$ cat config.mk
export PLATFORM = sky130hd
export DESIGN_NAME = crntp_ctrl
export DESIGN_NICKNAME = d
export VERILOG_FILES = /design/src/hw/rtl/crntp_pkg.sv /design/src/hw/rtl/crntp_ctrl.sv
export SDC_FILE = /design/constraint.sdc
export NUM_CORES = 1
export LEC_CHECK = 0
export ABC_AREA = 1
export BUFFER_PORTS_ARGS = -buffer_cell sky130_fd_sc_hd__buf_2
export CAP_MARGIN = 0
export CORE_MARGIN = 5
export CORE_UTILIZATION = 35
export DETAILED_ROUTE_END_ITERATION = 12
export PLACE_DENSITY = 0.55
export SLEW_MARGIN = 25
export SYNTH_ARGS = -nofsm -noshare
export SYNTH_HDL_FRONTEND = slang
export SYNTH_SLANG_ARGS = --single-unit
$ cat constraint.sdc
create_clock -name clock -period 4 [get_ports clock]
set_clock_uncertainty 0.15 [all_clocks]
set_input_delay 0.6 -clock clock [delete_from_list [all_inputs] [get_ports clock]]
set_output_delay 0.6 -clock clock [all_outputs]
set_load 0.02 [all_outputs]
$ cat src/hw/rtl/crntp_pkg.sv
// Shared types and constants for the cone-range nearest target picker.
package crntp_pkg;

   localparam logic REQ_START = 1'b0;
   localparam logic REQ_PROBE = 1'b1;

   localparam logic [2:0] STATUS_OK         = 3'd0;
   localparam logic [2:0] STATUS_DEGENERATE = 3'd1;
   localparam logic [2:0] STATUS_NO_CAND    = 3'd2;
   localparam logic [2:0] STATUS_RANGE      = 3'd3;
   localparam logic [2:0] STATUS_BAND       = 3'd4;
   localparam logic [2:0] STATUS_FACING     = 3'd5;

   localparam logic [2:0] STAGE_NONE    = 3'd0;
   localparam logic [2:0] STAGE_ENABLED = 3'd1;
   localparam logic [2:0] STAGE_RANGE   = 3'd2;
   localparam logic [2:0] STAGE_BAND    = 3'd3;
   localparam logic [2:0] STAGE_WINNER  = 3'd4;

   localparam logic [1:0] CSR_MAX_DISTANCE = 2'd0;
   localparam logic [1:0] CSR_MAX_VERTICAL = 2'd1;
   localparam logic [1:0] CSR_MIN_DOT      = 2'd2;
   localparam logic [1:0] CSR_DEGEN_LEN    = 2'd3;

   typedef enum logic [4:0] {
      ST_IDLE, ST_FSQ_X, ST_FSQ_Z, ST_DEGEN,
      ST_DXX, ST_DZZ, ST_RR, ST_FXDX, ST_FZDZ, ST_MM, ST_MF,
      ST_LHH, ST_LHL, ST_LLL, ST_R00, ST_R01, ST_R10, ST_R11,
      ST_JUDGE, ST_END
   } state_type;

   typedef enum logic [4:0] {
      STEP_NONE, STEP_FSQ_X, STEP_FSQ_Z, STEP_DXX, STEP_DZZ, STEP_RR,
      STEP_FXDX, STEP_FZDZ, STEP_MM, STEP_MF, STEP_LHH, STEP_LHL, STEP_LLL,
      STEP_R00, STEP_R01, STEP_R10, STEP_R11
   } step_type;

   typedef struct packed {
      step_type step;
      logic     set_degen;
      logic     judge;
      logic     finish;
   } cmd_type;

   typedef struct packed {
      logic judge_now;
      logic last;
      logic out_free;
   } sts_type;

   function automatic logic [24:0] abs25(input logic signed [24:0] v);
      abs25 = v[24] ? 25'(-v) : 25'(v);
   endfunction

endpackage

$ cat src/hw/rtl/crntp_ctrl.sv
// Sequencer that steps the shared multiplier through each request.
module crntp_ctrl
   import crntp_pkg::*;
(
   input  logic    clock,
   input  logic    reset,
   input  logic    req_valid,
   input  logic    req_type,
   input  sts_type sts,
   output logic    req_stall,
   output cmd_type cmd
);

   state_type state_ff, state_in;

   always_ff @(posedge clock) begin
      if (reset) begin
         state_ff <= ST_IDLE;
      end else begin
         state_ff <= state_in;
      end
   end

   always_comb begin
      state_in      = state_ff;
      req_stall     = 1'b1;
      cmd.step      = STEP_NONE;
      cmd.set_degen = 1'b0;
      cmd.judge     = 1'b0;
      cmd.finish    = 1'b0;
      case (state_ff)
         ST_IDLE: begin
            req_stall = 1'b0;
            if (req_valid) begin
               if (req_type == REQ_START) begin
                  state_in = ST_FSQ_X;
               end else if (sts.judge_now) begin
                  state_in = ST_DXX;
               end else begin
                  state_in = ST_END;
               end
            end
         end
         ST_FSQ_X: begin cmd.step = STEP_FSQ_X; state_in = ST_FSQ_Z; end
         ST_FSQ_Z: begin cmd.step = STEP_FSQ_Z; state_in = ST_DEGEN; end
         ST_DEGEN: begin cmd.set_degen = 1'b1; state_in = ST_END; end
         ST_DXX:   begin cmd.step = STEP_DXX;  state_in = ST_DZZ; end
         ST_DZZ:   begin cmd.step = STEP_DZZ;  state_in = ST_RR; end
         ST_RR:    begin cmd.step = STEP_RR;   state_in = ST_FXDX; end
         ST_FXDX:  begin cmd.step = STEP_FXDX; state_in = ST_FZDZ; end
         ST_FZDZ:  begin cmd.step = STEP_FZDZ; state_in = ST_MM; end
         ST_MM:    begin cmd.step = STEP_MM;   state_in = ST_MF; end
         ST_MF:    begin cmd.step = STEP_MF;   state_in = ST_LHH; end
         ST_LHH:   begin cmd.step = STEP_LHH;  state_in = ST_LHL; end
         ST_LHL:   begin cmd.step = STEP_LHL;  state_in = ST_LLL; end
         ST_LLL:   begin cmd.step = STEP_LLL;  state_in = ST_R00; end
         ST_R00:   begin cmd.step = STEP_R00;  state_in = ST_R01; end
         ST_R01:   begin cmd.step = STEP_R01;  state_in = ST_R10; end
         ST_R10:   begin cmd.step = STEP_R10;  state_in = ST_R11; end
         ST_R11:   begin cmd.step = STEP_R11;  state_in = ST_JUDGE; end
         ST_JUDGE: begin cmd.judge = 1'b1;     state_in = ST_END; end
         ST_END: begin
            if (!sts.last) begin
               state_in = ST_IDLE;
            end else if (sts.out_free) begin
               cmd.finish = 1'b1;
               state_in   = ST_IDLE;
            end
         end
         default: state_in = ST_IDLE;
      endcase
   end

endmodule

==> out/summary.txt, run 1 <==
LAYOUT
----------------------------------------------------------------------------------------
Antenna diodes                                                                         0
Max reg flops                                                                          5
Post-route core utilization                                                        0.439
# fillers                                                                            176
Seq. cell area                                                                   100 um2
Share of final-layout standard cells stronger than drive strength 1                0.227
Area of combinational cells with multiple inputs                                 362 um2
Number of nets in the layout                                                         127
Final instance count without filler cells                                            135
Registers with the highest flip-flop counts                                  state_ff x5
Finished Cell Area                                                               654 um2
Layout overhead on the synthesized area                                            20.2%
Reg with most FFs                                                               state_ff

LOGIC SYNTHESIS
----------------------------------------------------------------------------------------
Flip-flop and latch count after synthesis                                              5
Cell type contributing the most total cell area after synthesis             sky130_fd_sc_hd__dfxtp_1
Adder and majority cell fraction of the synthesized area                               0
Avg Cell Area, Syn                                                              5.39 um2
Sequential cell area fraction in the yosys report                                  0.184
Post-synth cell types                                                                 17
Post-synthesis instance area                                                     544 um2
Number of enable-type register cells in the synthesized netlist                        0
Synthesized netlist net count                                                        108
Leading cell types by count after synthesis                                 sky130_fd_sc_hd__nand2_1, sky130_fd_sc_hd__nor2_1, sky130_fd_sc_hd__inv_1
Ys async rst share                                                                     0
Fraction of synthesized cell area taken by the top area cell type                  0.184
Area fraction in and, or, nand and nor cells after synthesis                       0.566
Xor and xnor area share after synthesis                                                0
Dominant combinational cell family by area after synthesis                  simple AND/OR/NAND/NOR gates
Share of the synthesized area in compound gates (AO/OA/AOI/OAI)                   0.0989
Mux cell area share after synthesis                                                    0
Synthesized instance count                                                           101
Number of warnings reported in the yosys synthesis log                                 0
Leading register cell type out of synthesis                                 sky130_fd_sc_hd__dfxtp_1
Top cells by area in the synthesized netlist                                sky130_fd_sc_hd__dfxtp_1, sky130_fd_sc_hd__nand3_1, sky130_fd_sc_hd__nand2_1

ROUTE
----------------------------------------------------------------------------------------
First-pass iteration count of the detailed router                                      4
Avg WL per Cell                                                                  10.6 um
DR DRC count                                                                           0
Violation count after the first detailed-route iteration                              10
Antenna Violating Nets Remaining                                                       0
Routed vias                                                                          668
Overall routed net length                                                        1440 um
Vias per cell                                                                       4.95

FLOORPLAN
----------------------------------------------------------------------------------------
Overall die height                                                               49.4 um
Starting Density                                                                   0.366
Die outline area                                                                2440 um2
Number of I/O pins                                                                    16
Core outline area                                                               1490 um2
Die width                                                                        49.4 um
Num rows                                                                              14

GLOBAL ROUTE
----------------------------------------------------------------------------------------
Global route total overflow                                                            0
Number of global-route vias before repair                                            607
Wire length of the first global-routing pass                                     2340 um
Pin count of the biggest net entering global routing                                  11
Initial antenna violation count                                                        0
Combined global-route utilization of all metal layers                              0.118

STA
----------------------------------------------------------------------------------------
Min Tclk post-route                                                              2.31 ns
Portion of the clock cycle consumed by the worst path in the final layout          0.578
Endpoints failing setup                                                                0
Worst Tran Pin Value                                                            0.373 ns
Hold Slack                                                                      0.407 ns
Unrepaired setup endpoints after global routing                                    false
Final setup TNS                                                                     0 ns
Worst setup margin                                                               1.69 ns
Final-report max-slew violation count                                                  0
Final Hold Violating Endpoints                                                         0
Max Clk Rate                                                                     433 MHz
Worst relative slew slack                                                          0.751

WORST HOLD PATH
----------------------------------------------------------------------------------------
Class of the most critical hold timing path                                       in2reg
Min-delay src                                                                      reset

CLOCK TREE
----------------------------------------------------------------------------------------
Level count of the clock H-tree                                                        1
Clk sink count                                                                         5
Number of buffers created by CTS                                                       3
Post-CTS resize count                                                                  0
Buffer type at the clock tree root                                          sky130_fd_sc_hd__clkbuf_4
Number of buffers on the longest clock path                                            2
CTS tree                                                                           built
Insertion delay to the later sink of the worst-skew pair                         0.24 ns
Number of setup buffers added after CTS                                                0
Hold buffer count at CTS                                                               0
CTS clock-pin slew for the worst setup and hold paths                            0.04 ns

WORST SETUP PATH
----------------------------------------------------------------------------------------
Kind of capture point of the worst setup path                                 output pin
Crit-path max FO                                                                      10
Worst EP required                                                                3.25 ns
Critical Path Source Type                                                       register
FF-to-FF Start                                                              state_ff[4]$_SDFFE_PP0P_
Worst setup path startpoint                                                 state_ff[4]$_SDFFE_PP0P_
Kind of critical path                                                            reg2out
Arrival time reported for the critical path endpoint                             1.56 ns

POWER AND IR DROP
----------------------------------------------------------------------------------------
Final Power                                                                     0.462 mW
Switching share of total power                                                     0.558
Cell-internal power                                                             0.204 mW
Fraction of power consumed by sequential logic                                     0.215
Share of power burned in the clock network                                         0.124
Combinational cell fraction of total power                                         0.661
P per Cell Area                                                               706 nW/um2
Switch Pwr                                                                      0.258 mW
Static leakage                                                                  0.419 nW
Peak supply drop                                                                  325 uV

JOB
----------------------------------------------------------------------------------------
Max Cap Violations                                                                     0

PLACED DESIGN
----------------------------------------------------------------------------------------
Number of port buffers                                                                15
Placed Area                                                                      628 um2
Placed wire-length estimate after detailed placement                             1230 um
Total instance count after detailed placement                                        131
Final weighted congestion of routability-driven global placement                   0.840
Dpl ws                                                                           1.94 ns

RUN STATUS
----------------------------------------------------------------------------------------
Result of the run                                                           finished, final reports clean

[layout by cell type, fill, tap and decap left out]
cell type and instances:
sky130_fd_sc_hd__nor2_1 21, sky130_fd_sc_hd__nand2_2 1, sky130_fd_sc_hd__nand2_1 21, sky130_fd_sc_hd__dfxtp_1 5, sky130_fd_sc_hd__nor2_2 3, sky130_fd_sc_hd__clkbuf_4 3, sky130_fd_sc_hd__nand3_2 1, sky130_fd_sc_hd__inv_1 18
sky130_fd_sc_hd__a31oi_1 1, sky130_fd_sc_hd__nand3_1 16, sky130_fd_sc_hd__nand4_1 2, sky130_fd_sc_hd__o311ai_0 1, sky130_fd_sc_hd__inv_2 1, sky130_fd_sc_hd__clkbuf_1 1, sky130_fd_sc_hd__buf_2 15, sky130_fd_sc_hd__o21ai_2 1
sky130_fd_sc_hd__a21oi_1 5, sky130_fd_sc_hd__o21ai_0 1, sky130_fd_sc_hd__nor2_4 2
[path summary, 6_finish.rpt]
check	endpoint	slack [ns]	depth (start not counted)
setup reg to reg	state_ff[0]$_SDFFE_PP0P_	2.44	7
hold reg to reg	state_ff[3]$_SDFFE_PP0P_	0.59	4
hold / removal	state_ff[2]$_SDFFE_PP0P_	0.41	2
setup / recovery	cmd[3]	1.69	6
[logic make-up after synthesis]
family / Yosys count
buffers and inverters: 20
DFF: 5
AOI/OAI and AO/OA: 9
and+or+nand+nor: 67
[worst max-delay path, stage by stage, from the launching register on]
cell and delay (ns):
sky130_fd_sc_hd__dfxtp_1 0.54, sky130_fd_sc_hd__inv_2 0.15, sky130_fd_sc_hd__nand3_1 0.11, sky130_fd_sc_hd__nand2_1 0.06
sky130_fd_sc_hd__nor2_1 0.14, sky130_fd_sc_hd__o311ai_0 0.14, sky130_fd_sc_hd__buf_2 0.19
[per-layer routing]
| metal | up-vias | routed length, um | part of all wire | global-route usage |
|---|---|---|---|---|
| li1 | 357 | - | - | - |
| met1 | 289 | 676 | 0.47 | 0.137 |
| met2 | 22 | 661 | 0.46 | 0.202 |
| met3 | 0 | 98 | 0.068 | 0.0581 |
| met4 | 0 | 0 | 0 | 0.00873 |
| met5 | - | 0 | 0 | 0 |
[power groups by stage]
stage	logic, mW	clock network [mW]	registers, mW
2_1_floorplan	0.250	0	0.0833
3_3_place_gp	0.312	0	0.100
3_5_place_dp	0.307	0	0.100
4_1_cts	0.308	0.0602	0.0993
5_1_grt	0.344	0.0649	0.103
6_report	0.305	0.0573	0.0991
[cell type report]
cell class | count | area share
Multi-Input combinational cell | 76 | 0.553
Inverter | 19 | 0.109
Clock buffer | 4 | 0.0402
Tap cell | 16 | 0.0306
Sequential cell | 5 | 0.153
Timing Repair Buffer | 15 | 0.115
Power figures use the tool's default switching activity.
==> inputs of run 2 (changes only) <==
Clock period 4 ns to 2.2 ns, I/O delays scaled along.
==> run 2 against run 1 <==
  * Via count down 0.45%
  * Final cell count unchanged
  * Global-route usage grew 0.61 points
  * Critical endpoint is now cmd[4]
  * Sequential power up 82%
  * Largest cell class unchanged
  * Hold slack worse by 0.26 ns
  * Clock power up 80%
==> out/summary.txt, run 2 (synthesized netlist as in run 1, its figures left out) <==
RUN STATUS
----------------------------------------------------------------------------------------
Result of the run                                                           finished, final reports clean

STA
----------------------------------------------------------------------------------------
Final-report max-slew violation count                                                  0   unchanged
Max Clk Rate                                                                     492 MHz
Portion of the clock cycle consumed by the worst path in the final layout          0.924
Final setup TNS                                                                     0 ns   unchanged
Endpoints failing setup                                                                0   unchanged
Final Hold Violating Endpoints                                                         0   unchanged
Worst Tran Pin Value                                                            0.371 ns   -0.00194 ns
Worst relative slew slack                                                          0.752   +0.00130
Unrepaired setup endpoints after global routing                                    false
Min Tclk post-route                                                              2.03 ns

ROUTE
----------------------------------------------------------------------------------------
Violation count after the first detailed-route iteration                              16   +6
Antenna Violating Nets Remaining                                                       0   unchanged
First-pass iteration count of the detailed router                                      4   unchanged
Overall routed net length                                                        1420 um   -1.1%
Avg WL per Cell                                                                  10.5 um   -1.1%
Vias per cell                                                                       4.93   -0.45%
Routed vias                                                                          665   -0.45%
DR DRC count                                                                           0   unchanged

PLACED DESIGN
----------------------------------------------------------------------------------------
Number of port buffers                                                                15   unchanged
Placed wire-length estimate after detailed placement                             1210 um   -1.6%
Final weighted congestion of routability-driven global placement                   0.840   about the same

LAYOUT
----------------------------------------------------------------------------------------
Max reg flops                                                                          5   unchanged
Post-route core utilization                                                        0.439   unchanged
Layout overhead on the synthesized area                                            20.2%   unchanged
Reg with most FFs                                                               state_ff
# fillers                                                                            158   -10%
Commonest non-fill, non-tap cells in the layout                             sky130_fd_sc_hd__nand2_1, sky130_fd_sc_hd__nor2_1, sky130_fd_sc_hd__inv_1
Number of nets in the layout                                                         127   unchanged
Registers with the highest flip-flop counts                                  state_ff x5
Share of final-layout standard cells stronger than drive strength 1                0.227   unchanged
Antenna diodes                                                                         0   unchanged

FLOORPLAN
----------------------------------------------------------------------------------------
Core outline area                                                               1490 um2   unchanged
Starting Density                                                                   0.366   unchanged
Die width                                                                        49.4 um   unchanged
Num rows                                                                              14   unchanged
Number of I/O pins                                                                    16   unchanged
Die outline area                                                                2440 um2   unchanged
Overall die height                                                               49.4 um   unchanged

GLOBAL ROUTE
----------------------------------------------------------------------------------------
Pin count of the biggest net entering global routing                                  11   unchanged
Number of global-route vias before repair                                            619   +2.0%
Combined global-route utilization of all metal layers                              0.124   +0.00605
Wire length of the first global-routing pass                                     2420 um   +3.5%
Initial antenna violation count                                                        0   unchanged
Global route total overflow                                                            0   unchanged

WORST SETUP PATH
----------------------------------------------------------------------------------------
Crit-path cells                                                             nor2_1, nand2_1, o21ai_0, inv_1, nand4_1, buf_2
Crit-path max FO                                                                      10   unchanged
Kind of critical path                                                            reg2out
Kind of capture point of the worst setup path                                 output pin
Largest delay contributor family on the critical path                         flip-flops
Slowest Stage Delay on Critical Path                                             0.41 ns   -0.13 ns
Critical Path Source Type                                                       register
Max stage delay cell, worst path                                            sky130_fd_sc_hd__dfxtp_1
Worst EP required                                                                1.72 ns   -1.53 ns
Buf/Inv on CP                                                                          2   unchanged
Arrival time reported for the critical path endpoint                             1.55 ns   about the same

CLOCK TREE
----------------------------------------------------------------------------------------
Insertion delay to the later sink of the worst-skew pair                         0.24 ns   about the same
CTS clock-pin slew for the worst setup and hold paths                            0.04 ns   about the same
Clk sink count                                                                         5   unchanged
CTS tree                                                                           built
Number of buffers created by CTS                                                       3   unchanged
Hold buffer count at CTS                                                               0   unchanged
Number of buffers on the longest clock path                                            2   unchanged
Buffer type at the clock tree root                                          sky130_fd_sc_hd__clkbuf_4
Number of setup buffers added after CTS                                                0   unchanged
Level count of the clock H-tree                                                        1   unchanged
Post-CTS resize count                                                                  0   unchanged

POWER AND IR DROP
----------------------------------------------------------------------------------------
Peak supply drop                                                                  783 uV   +140%
Static leakage                                                                  0.419 nW   unchanged
P per Cell Area                                                              1280 nW/um2   +82%

JOB
----------------------------------------------------------------------------------------
Max Cap Violations                                                                     0   unchanged

WORST HOLD PATH
----------------------------------------------------------------------------------------
Class of the most critical hold timing path                                       in2reg

-- run 2: cell counts in the layout (fill, tap and decap cells not counted) --
Identical to the previous run, type by type.
-- run 2: stage by stage --
stage / hold slack [ns] / worst slack (ns) / total power [mW] / std cells / cell area, um2
finish: 0.147 / 0.166 / 0.841 / 135 / 654
global route: 0.126 / 0.0280 / 0.940 / 135 / 654
detailed placement: 0.390 / 0.416 / 0.741 / 131 / 628
global placement: 0.381 / 0.393 / 0.749 / 131 / 628
CTS: 0.135 / 0.163 / 0.849 / 135 / 654
floorplan: 0.249 / 0.298 / 0.606 / 101 / 544
-- run 2: worst paths after layout --
path                       startpoint                        to  slack, ns  depth (start not counted)
min reg2reg  state_ff[3]$_SDFFE_PP0P_  state_ff[3]$_SDFFE_PP0P_       0.59                          4
max          state_ff[4]$_SDFFE_PP0P_                    cmd[4]       0.17                          6
min                             reset  state_ff[2]$_SDFFE_PP0P_       0.15                          2
max reg2reg  state_ff[4]$_SDFFE_PP0P_  state_ff[0]$_SDFFE_PP0P_       0.67                          7
-- run 2: power by group --
| part | internal, mW | total (mW) | leakage [nW] | switching (mW) |
|---|---|---|---|---|
| Clock | 0.0684 | 0.103 | 0.0150 | 0.0349 |
| Combinational | 0.183 | 0.557 | 0.363 | 0.374 |
| Sequential | 0.119 | 0.180 | 0.0411 | 0.0610 |
| Total | 0.371 | 0.841 | 0.419 | 0.470 |
-- run 2: per-layer routing --
| metal | GRT usage | wire [um] | share of wire | up-vias |
|---|---|---|---|---|
| met1 | 0.155 | 691 | 0.49 | 290 |
| met4 | 0.0131 | 0 | 0 | 0 |
| met2 | 0.200 | 644 | 0.45 | 17 |
| met5 | 0 | 0 | 0 | - |
| met3 | 0.0581 | 84 | 0.059 | 0 |
| li1 | - | - | - | 358 |
-- run 2: area by class of cell --
class / count / area [um2] / share of cell area
clock buffer: 4 / 26.3 / 0.0402
inverter: 19 / 71.3 / 0.109
multi-input combinational: 76 / 362 / 0.553
sequential: 5 / 100 / 0.153
tap: 16 / 20.0 / 0.0306
timing repair buffer: 15 / 75.1 / 0.115
-- run 2: worst register-to-register path: stages, from the launching register on --
cell                      delay, ns
sky130_fd_sc_hd__dfxtp_1       0.53
sky130_fd_sc_hd__inv_2         0.15
sky130_fd_sc_hd__nand3_2       0.12
sky130_fd_sc_hd__nor2_1        0.06
sky130_fd_sc_hd__nor2_1        0.21
sky130_fd_sc_hd__inv_1         0.06
sky130_fd_sc_hd__nor2_1        0.10
sky130_fd_sc_hd__nor2_1        0.04
